[src/sv/mtnw_pkg.sv]
package mtnw_pkg;

    // Map grid geometry: the grid is fixed at 16 metatiles across
    localparam int GRID_COLUMNS = 16;
    localparam int ROW_TILES    = 2 * GRID_COLUMNS;

    localparam int ADDR_W = 14;
    localparam int TILE_W = 8;
    localparam int CELL_W = 8;
    localparam int CODE_W = 4;

    localparam logic [ADDR_W-1:0] BASE_RESET = 14'h2000;

    // Input selector codes
    localparam logic FUNC_PLACE = 1'b0;
    localparam logic FUNC_CLEAR = 1'b1;

    // Four tiles of one metatile: top-left, top-right, bottom-left, bottom-right
    typedef logic [0:3][TILE_W-1:0] tile_row_t;

    // One expanded metatile waiting for serialization
    typedef struct packed {
        logic [ADDR_W-1:0] addr;
        tile_row_t         tiles;
    } item_t;

    localparam tile_row_t TILE_ROM [16] = '{
        '{8'h00, 8'h00, 8'h00, 8'h00},
        '{8'h01, 8'h01, 8'h02, 8'h02},
        '{8'h0A, 8'h0B, 8'h0A, 8'h0B},
        '{8'h0C, 8'h0D, 8'h0E, 8'h0F},
        '{8'h10, 8'h11, 8'h12, 8'h13},
        '{8'h06, 8'h07, 8'h08, 8'h09},
        '{8'h03, 8'h04, 8'h05, 8'h05},
        '{8'h05, 8'h05, 8'h05, 8'h05},
        '{8'h14, 8'h15, 8'h16, 8'h17},
        '{8'h18, 8'h19, 8'h16, 8'h17},
        '{8'h1A, 8'h1B, 8'h1C, 8'h1D},
        '{8'h1E, 8'h1F, 8'h20, 8'h21},
        '{8'h22, 8'h23, 8'h24, 8'h25},
        '{8'h26, 8'h27, 8'h28, 8'h29},
        '{8'h28, 8'h29, 8'h28, 8'h29},
        '{8'h28, 8'h29, 8'h2A, 8'h2B}
    };

    // Address offset of each tile from the top-left tile
    function automatic logic [ADDR_W-1:0] beat_offset(input logic [1:0] beat);
        logic [ADDR_W-1:0] off;
        case (beat)
            2'd0:    off = '0;
            2'd1:    off = ADDR_W'(1);
            2'd2:    off = ADDR_W'(ROW_TILES);
            2'd3:    off = ADDR_W'(ROW_TILES + 1);
            default: off = '0;
        endcase
        return off;
    endfunction

endpackage

[src/sv/metatile_nametable_writer.sv]
// Expands 2x2 metatiles into four video-memory tile writes each (top-left,
// top-right, bottom-left, bottom-right). An input transaction is expanded into
// an item register; the beat stage then sends its four writes through a
// registered output, one per cycle while m_tready holds no write back. The
// next item is taken while the last write of the previous one is still
// going out, and the first write passes the item register and then the
// output register before it is offered. The nametable base resets to 0x2000
// and may be rewritten through cfg_wr_en/cfg_wr_data while the block is idle.
module metatile_nametable_writer
    import mtnw_pkg::*;
#(
    parameter int MAP_CELLS = 240
) (
    input  logic              aclk,
    input  logic              aresetn,
    input  logic              cfg_wr_en,
    input  logic [ADDR_W-1:0] cfg_wr_data,   // nametable_base
    input  logic              s_tvalid,
    output logic              s_tready,
    input  logic [15:0]       s_tdata,       // metatile[3:0], cell_index[11:4], zero fill
    input  logic [1:0]        s_tuser,       // func[0], restart[1]
    output logic              m_tvalid,
    input  logic              m_tready,
    output logic [23:0]       m_tdata,       // vram_address[13:0], tile_data[21:14], zero fill
    output logic              m_tlast
);

    logic [ADDR_W-1:0] base_reg;
    logic              item_take;
    logic              item_valid;
    item_t             item;
    logic [ADDR_W-1:0] out_addr;
    logic [TILE_W-1:0] out_tile;

    // Hold the nametable base register
    always_ff @(posedge aclk) begin
        if (!aresetn) begin
            base_reg <= BASE_RESET;
        end else if (cfg_wr_en) begin
            base_reg <= cfg_wr_data;
        end
    end

    mtnw_place_stage #(
        .MAP_CELLS (MAP_CELLS)
    ) u_place (
        .aclk       (aclk),
        .aresetn    (aresetn),
        .base       (base_reg),
        .in_valid   (s_tvalid),
        .in_ready   (s_tready),
        .func       (s_tuser[0]),
        .restart    (s_tuser[1]),
        .metatile   (s_tdata[3:0]),
        .cell_index (s_tdata[11:4]),
        .item_take  (item_take),
        .item_valid (item_valid),
        .item       (item)
    );

    mtnw_beat_stage u_beat (
        .aclk       (aclk),
        .aresetn    (aresetn),
        .item_valid (item_valid),
        .item       (item),
        .item_take  (item_take),
        .out_valid  (m_tvalid),
        .out_ready  (m_tready),
        .out_addr   (out_addr),
        .out_tile   (out_tile),
        .out_last   (m_tlast)
    );

    assign m_tdata = {2'b00, out_tile, out_addr};

endmodule

[src/sv/mtnw_place_stage.sv]
module mtnw_place_stage
    import mtnw_pkg::*;
#(
    parameter int MAP_CELLS = 240
) (
    input  logic              aclk,
    input  logic              aresetn,
    input  logic [ADDR_W-1:0] base,
    input  logic              in_valid,
    output logic              in_ready,
    input  logic              func,
    input  logic              restart,
    input  logic [CODE_W-1:0] metatile,
    input  logic [CELL_W-1:0] cell_index,
    input  logic              item_take,
    output logic              item_valid,
    output item_t             item
);

    localparam logic [CELL_W:0] MAP_LIMIT = (CELL_W+1)'(MAP_CELLS);

    logic [CELL_W-1:0] position_reg, position_next;
    logic              item_valid_reg, item_valid_next;
    item_t             item_reg;

    logic              accept;
    logic [CELL_W-1:0] cur_pos;
    logic [CELL_W-1:0] tgt_cell;
    logic [CELL_W:0]   pos_inc;
    logic [ADDR_W-1:0] cell_off;

    // Take a new transaction when the slot is empty or drains this cycle
    assign in_ready = !item_valid_reg || item_take;
    assign accept   = in_valid && in_ready;

    // Select the cell and advance the running position
    always_comb begin
        cur_pos       = restart ? '0 : position_reg;
        tgt_cell      = (func == FUNC_PLACE) ? cur_pos : cell_index;
        pos_inc       = {1'b0, cur_pos} + (CELL_W+1)'(1);
        position_next = position_reg;
        if (accept && func == FUNC_PLACE) begin
            position_next = (pos_inc >= MAP_LIMIT) ? '0 : pos_inc[CELL_W-1:0];
        end
    end

    // Row times 64 plus column times 2: the fields do not overlap
    assign cell_off = {4'b0000, tgt_cell[7:4], 1'b0, tgt_cell[3:0], 1'b0};

    always_comb begin
        item_valid_next = item_valid_reg;
        if (accept) begin
            item_valid_next = 1'b1;
        end else if (item_take) begin
            item_valid_next = 1'b0;
        end
    end

    always_ff @(posedge aclk) begin
        if (!aresetn) begin
            position_reg   <= '0;
            item_valid_reg <= 1'b0;
        end else begin
            position_reg   <= position_next;
            item_valid_reg <= item_valid_next;
        end
    end

    // Hold the expanded metatile for the beat stage
    always_ff @(posedge aclk) begin
        if (accept) begin
            item_reg.addr  <= base + cell_off;
            item_reg.tiles <= (func == FUNC_PLACE) ? TILE_ROM[metatile] : '0;
        end
    end

    assign item_valid = item_valid_reg;
    assign item       = item_reg;

    property p_position_in_map;
        @(posedge aclk) disable iff (!aresetn)
            {1'b0, position_reg} < MAP_LIMIT;
    endproperty
    a_position_in_map: assert property (p_position_in_map)
        else $error("running position left the map");

endmodule

[src/sv/mtnw_beat_stage.sv]
module mtnw_beat_stage
    import mtnw_pkg::*;
(
    input  logic              aclk,
    input  logic              aresetn,
    input  logic              item_valid,
    input  item_t             item,
    output logic              item_take,
    output logic              out_valid,
    input  logic              out_ready,
    output logic [ADDR_W-1:0] out_addr,
    output logic [TILE_W-1:0] out_tile,
    output logic              out_last
);

    logic [1:0]        beat_reg, beat_next;
    logic              out_valid_reg, out_valid_next;
    logic [ADDR_W-1:0] out_addr_reg;
    logic [TILE_W-1:0] out_tile_reg;
    logic              out_last_reg;
    logic              out_load;

    // Load the output register when it is empty or being taken
    assign out_load  = item_valid && (!out_valid_reg || out_ready);
    assign item_take = out_load && (beat_reg == 2'd3);

    always_comb begin
        beat_next      = out_load ? beat_reg + 2'd1 : beat_reg;
        out_valid_next = out_valid_reg;
        if (out_load) begin
            out_valid_next = 1'b1;
        end else if (out_ready) begin
            out_valid_next = 1'b0;
        end
    end

    always_ff @(posedge aclk) begin
        if (!aresetn) begin
            beat_reg      <= '0;
            out_valid_reg <= 1'b0;
        end else begin
            beat_reg      <= beat_next;
            out_valid_reg <= out_valid_next;
        end
    end

    // Build one tile write
    always_ff @(posedge aclk) begin
        if (out_load) begin
            out_addr_reg <= item.addr + beat_offset(beat_reg);
            out_tile_reg <= item.tiles[beat_reg];
            out_last_reg <= (beat_reg == 2'd3);
        end
    end

    assign out_valid = out_valid_reg;
    assign out_addr  = out_addr_reg;
    assign out_tile  = out_tile_reg;
    assign out_last  = out_last_reg;

    property p_idle_beat_zero;
        @(posedge aclk) disable iff (!aresetn)
            !item_valid |-> beat_reg == 2'd0;
    endproperty
    a_idle_beat_zero: assert property (p_idle_beat_zero)
        else $error("beat counter moved without an item");

    property p_last_loaded;
        @(posedge aclk) disable iff (!aresetn)
            out_load && beat_reg == 2'd3 |=> out_valid_reg && out_last_reg;
    endproperty
    a_last_loaded: assert property (p_last_loaded)
        else $error("fourth write not marked last");

    property p_first_not_last;
        @(posedge aclk) disable iff (!aresetn)
            out_load && beat_reg != 2'd3 |=> out_valid_reg && !out_last_reg;
    endproperty
    a_first_not_last: assert property (p_first_not_last)
        else $error("early write marked last");

endmodule
[config.mk]
export PLATFORM = sky130hd
export DESIGN_NAME = metatile_nametable_writer
export DESIGN_NICKNAME = d
export VERILOG_FILES = /design/src/sv/mtnw_pkg.sv /design/src/sv/metatile_nametable_writer.sv /design/src/sv/mtnw_place_stage.sv /design/src/sv/mtnw_beat_stage.sv
export SDC_FILE = /design/constraint.sdc
export NUM_CORES = 1
export LEC_CHECK = 0
export BUFFER_PORTS_ARGS = -buffer_cell sky130_fd_sc_hd__buf_4
export CORE_MARGIN = 1.5
export CORE_UTILIZATION = 35
export CTS_CLUSTER_SIZE = 16
export DETAILED_ROUTE_END_ITERATION = 8
export PLACE_DENSITY = 0.64
export SLEW_MARGIN = 20
export SYNTH_ARGS = -nofsm -noshare
export SYNTH_HDL_FRONTEND = slang
export SYNTH_HIERARCHICAL = 1
export SYNTH_SLANG_ARGS = --single-unit
[constraint.sdc]
create_clock -name aclk -period 3 [get_ports aclk]
set_input_delay 0.6 -clock aclk [delete_from_list [all_inputs] [get_ports aclk]]
set_output_delay 0.6 -clock aclk [all_outputs]
set_load 0.05 [all_outputs]
==> summary.txt <==
Status
  – Outcome: finished, final reports clean

GRT
  – Wire length of the first global-routing pass: 15500 µm
  – Number of global-route vias before repair: 3183
  – Residual overflow from global routing: 0
  – Global routing usage summed across all routing layers: 13.5%
  – Maximum number of pins on one net before global-route repair: 31
  – Initial antenna violation count: 0

Yosys
  – Yosys warning total: 6
  – Mapped cell area: 4800 µm²
  – Synthesized area per cell: 10.8 µm²
  – Top cells by count, synth: sky130_fd_sc_hd__edfxtp_1, sky130_fd_sc_hd__nand2_1, sky130_fd_sc_hd__dfxtp_1, sky130_fd_sc_hd__inv_1, sky130_fd_sc_hd__ha_1
  – Sequential element share of the synthesized area: 44.0%
  – Post-synthesis cell count: 443
  – Distinct cells, synth: 76
  – Most common cell in the synthesized netlist: sky130_fd_sc_hd__edfxtp_1
  – EDFF count, synth: 53
  – Most area-hungry cell type in the Yosys netlist: sky130_fd_sc_hd__edfxtp_1
  – Largest cells by area after synthesis: sky130_fd_sc_hd__edfxtp_1, sky130_fd_sc_hd__dfxtp_1, sky130_fd_sc_hd__ha_1, sky130_fd_sc_hd__mux4_2, sky130_fd_sc_hd__mux2i_1
  – Async set-reset flop share out of synthesis: 0%
  – Register bit total from synthesis: 79
  – Top flip-flop cell by instance count after synthesis: sky130_fd_sc_hd__edfxtp_1
  – Synth top area share: 33.2%

Detailed routing
  – Routed Antenna Nets: 0
  – Number of remaining DRC errors: 0
  – Via-per-instance ratio: 5.07
  – Via Count: 3399
  – Number of optimization iterations in the first detailed-route pass: 4
  – Wirelength per Cell: 14.2 µm
  – DR iter-0 viols: 201
  – Overall routed net length: 9540 µm

STA
  – Final Setup Violations: 0
  – Tcrit/Tclk final: 84.3%
  – Clock period minus final worst setup slack: 2.53 ns
  – Setup repair after global routing missed its margin: false
  – Final Max Tran Viols: 0
  – Highest clock frequency the design can meet: 395 MHz
  – Sum of negative setup slack: 0 ns
  – Worst setup skew after layout: 0.00733 ns
  – Hold violation total from the final report: 0

Floorplanning
  – Die outline height: 120 µm
  – Count of boundary I/O pins: 64
  – X dimension of the die: 120 µm
  – Placeable core region: 13300 µm²
  – Initial core utilization: 36.1%
  – Die Area: 14400 µm²
  – Placement row count: 42

Worst setup path
  – Required time at the worst-slack endpoint: 3.07 ns
  – Kind of critical path: flip-flop to flip-flop
  – Arrival time at the worst endpoint: 2.60 ns
  – Category of the worst setup path capture point: flip-flop
  – Setup crit start kind: flip-flop
  – Worst-path maximum fanout: 6
  – Number of cells on the worst reg-to-reg path: 10

Clock tree
  – Clock tree from TritonCTS: yes
  – Latest clock arrival within the worst-skew pair: 0.34 ns
  – Root Buffer: sky130_fd_sc_hd__clkbuf_16
  – Clock Tree Buf Depth: 2
  – Clock sink count: 79
  – Number of buffers inserted during clock tree synthesis: 9
  – Number of H-tree levels: 3
  – Hold buffers post-CTS: 0
  – Clock Pin Slew Worst Setup and Hold Paths: 0.06 ns
  – Post-CTS Repair Setup Buffers: 0
  – Number of instances resized during post-cts repair: 0

Power and ir drop
  – Tot Pwr: 2.94 mW
  – Power density relative to cell area: 527 nW/µm²
  – Leakage power: 2.16 nW
  – Peak ir drop on the vdd network: 0.247 mV

Hold path
  – Type of the most critical hold path: flip-flop to flip-flop
  – Worst Hold Path Cells: 0

Finish
  – Final Net Count: 550
  – Final cell area excluding filler cells: 5590 µm²
  – Ant. Diodes: 0
  – Fraction of final layout cells sized beyond drive strength 1: 22.7%
  – Final core area utilization: 42.0%
  – Synthesis-to-layout area growth: 16.5%
  – Max reg flops: 30
  – Count of filler cells inserted in the layout: 1274

Placement
  – Final HPWL from detailed placement: 7020 µm
  – Placed cell areas: 5250 µm²
  – Placer congestion estimate: 0.848
  – Count of input and output buffers: 57

Run
  – Max-capacitance violation count: 0
placed cells by master (no fill, tap or decap), types with 11 or more instances in the layout:
cell type / instances
sky130_fd_sc_hd__inv_1: 26
sky130_fd_sc_hd__o21ai_0: 18
sky130_fd_sc_hd__nand3_1: 14
sky130_fd_sc_hd__mux2i_1: 15
sky130_fd_sc_hd__ha_1: 23
sky130_fd_sc_hd__clkbuf_16: 11
sky130_fd_sc_hd__dfxtp_1: 26
sky130_fd_sc_hd__nor2_1: 11
sky130_fd_sc_hd__buf_4: 63
sky130_fd_sc_hd__edfxtp_1: 53
sky130_fd_sc_hd__nor2b_1: 18
sky130_fd_sc_hd__a21oi_1: 19
sky130_fd_sc_hd__xnor2_1: 11
sky130_fd_sc_hd__nand2_1: 37
where the power goes:
group	internal (mW)	switching, mW
clock	0.770	0.427
combinational	0.176	0.269
sequential	1.25	0.0498
cells by family (layout without fill, tap and decap cells):
kind of cell	count (synthesis)	in the layout	share of synthesized area [%]
and+or+nand+nor	130	130	15.2
AOI/OAI and AO/OA	102	102	15.8
DFF	79	79	44.0
buffers and inverters	63	106	7.80
muxes	25	25	7.36
adders and majority gates	24	24	6.42
xor gates and xnor gates	18	18	3.29
other	2	10	0.157
stage by stage:
step / instances / setup WS [ns] / hold WS (ns)
floorplan: 451 / 0.296 / 0.408
finish: 670 / 0.471 / 0.445
CTS: 670 / 0.487 / 0.445
global route: 670 / 0.299 / 0.461
global placement: 654 / 0.221 / 0.412
detailed placement: 654 / 0.165 / 0.433
final timing paths:
path	from	to	slack (ns)
setup / recovery	u_place/position_reg[0]$_SDFFE_PN0P_	u_place/item[43]$_DFFE_PP_	0.47
hold / removal	base_reg[0]$_SDFFE_PN0P_	u_place/item[32]$_DFFE_PP_	0.45
hold reg to reg	base_reg[0]$_SDFFE_PN0P_	u_place/item[32]$_DFFE_PP_	0.45
setup reg to reg	u_place/position_reg[0]$_SDFFE_PN0P_	u_place/item[43]$_DFFE_PP_	0.47
cell type report:
class | count | area, µm² | share of cell area [%]
Sequential cell | 79 | 2110 | 37.8
Multi-Input combinational cell | 309 | 2340 | 41.9
Clock buffer | 13 | 293 | 5.24
Clock inverter | 3 | 46.3 | 0.829
Inverter | 27 | 101 | 1.81
Tap cell | 176 | 220 | 3.94
Timing Repair Buffer | 63 | 473 | 8.47
per-layer routing:
metal  part of all wire (%)  vias to the layer above  GRT usage, %  routed length (µm)
met2                     46                       95          21.6                4430
met4                    1.9                        0          6.10                 184
met3                    5.3                       14          2.80                 505
met1                     46                     1589          17.5                4420
li1                       -                     1701             -                   -
met5                      0                        -             0                   0
critical path, stage by stage (launching register included):
cell	delay (ns)
sky130_fd_sc_hd__dfxtp_1	0.42
sky130_fd_sc_hd__nor2b_1	0.22
sky130_fd_sc_hd__mux2_2	0.18
sky130_fd_sc_hd__ha_1	0.15
sky130_fd_sc_hd__inv_1	0.05
sky130_fd_sc_hd__fa_1	0.39
sky130_fd_sc_hd__nand3b_1	0.20
sky130_fd_sc_hd__a21oi_1	0.18
sky130_fd_sc_hd__o211a_1	0.20
sky130_fd_sc_hd__or2_1	0.17
sky130_fd_sc_hd__o311ai_1	0.11
Power figures use the tool's default switching activity.
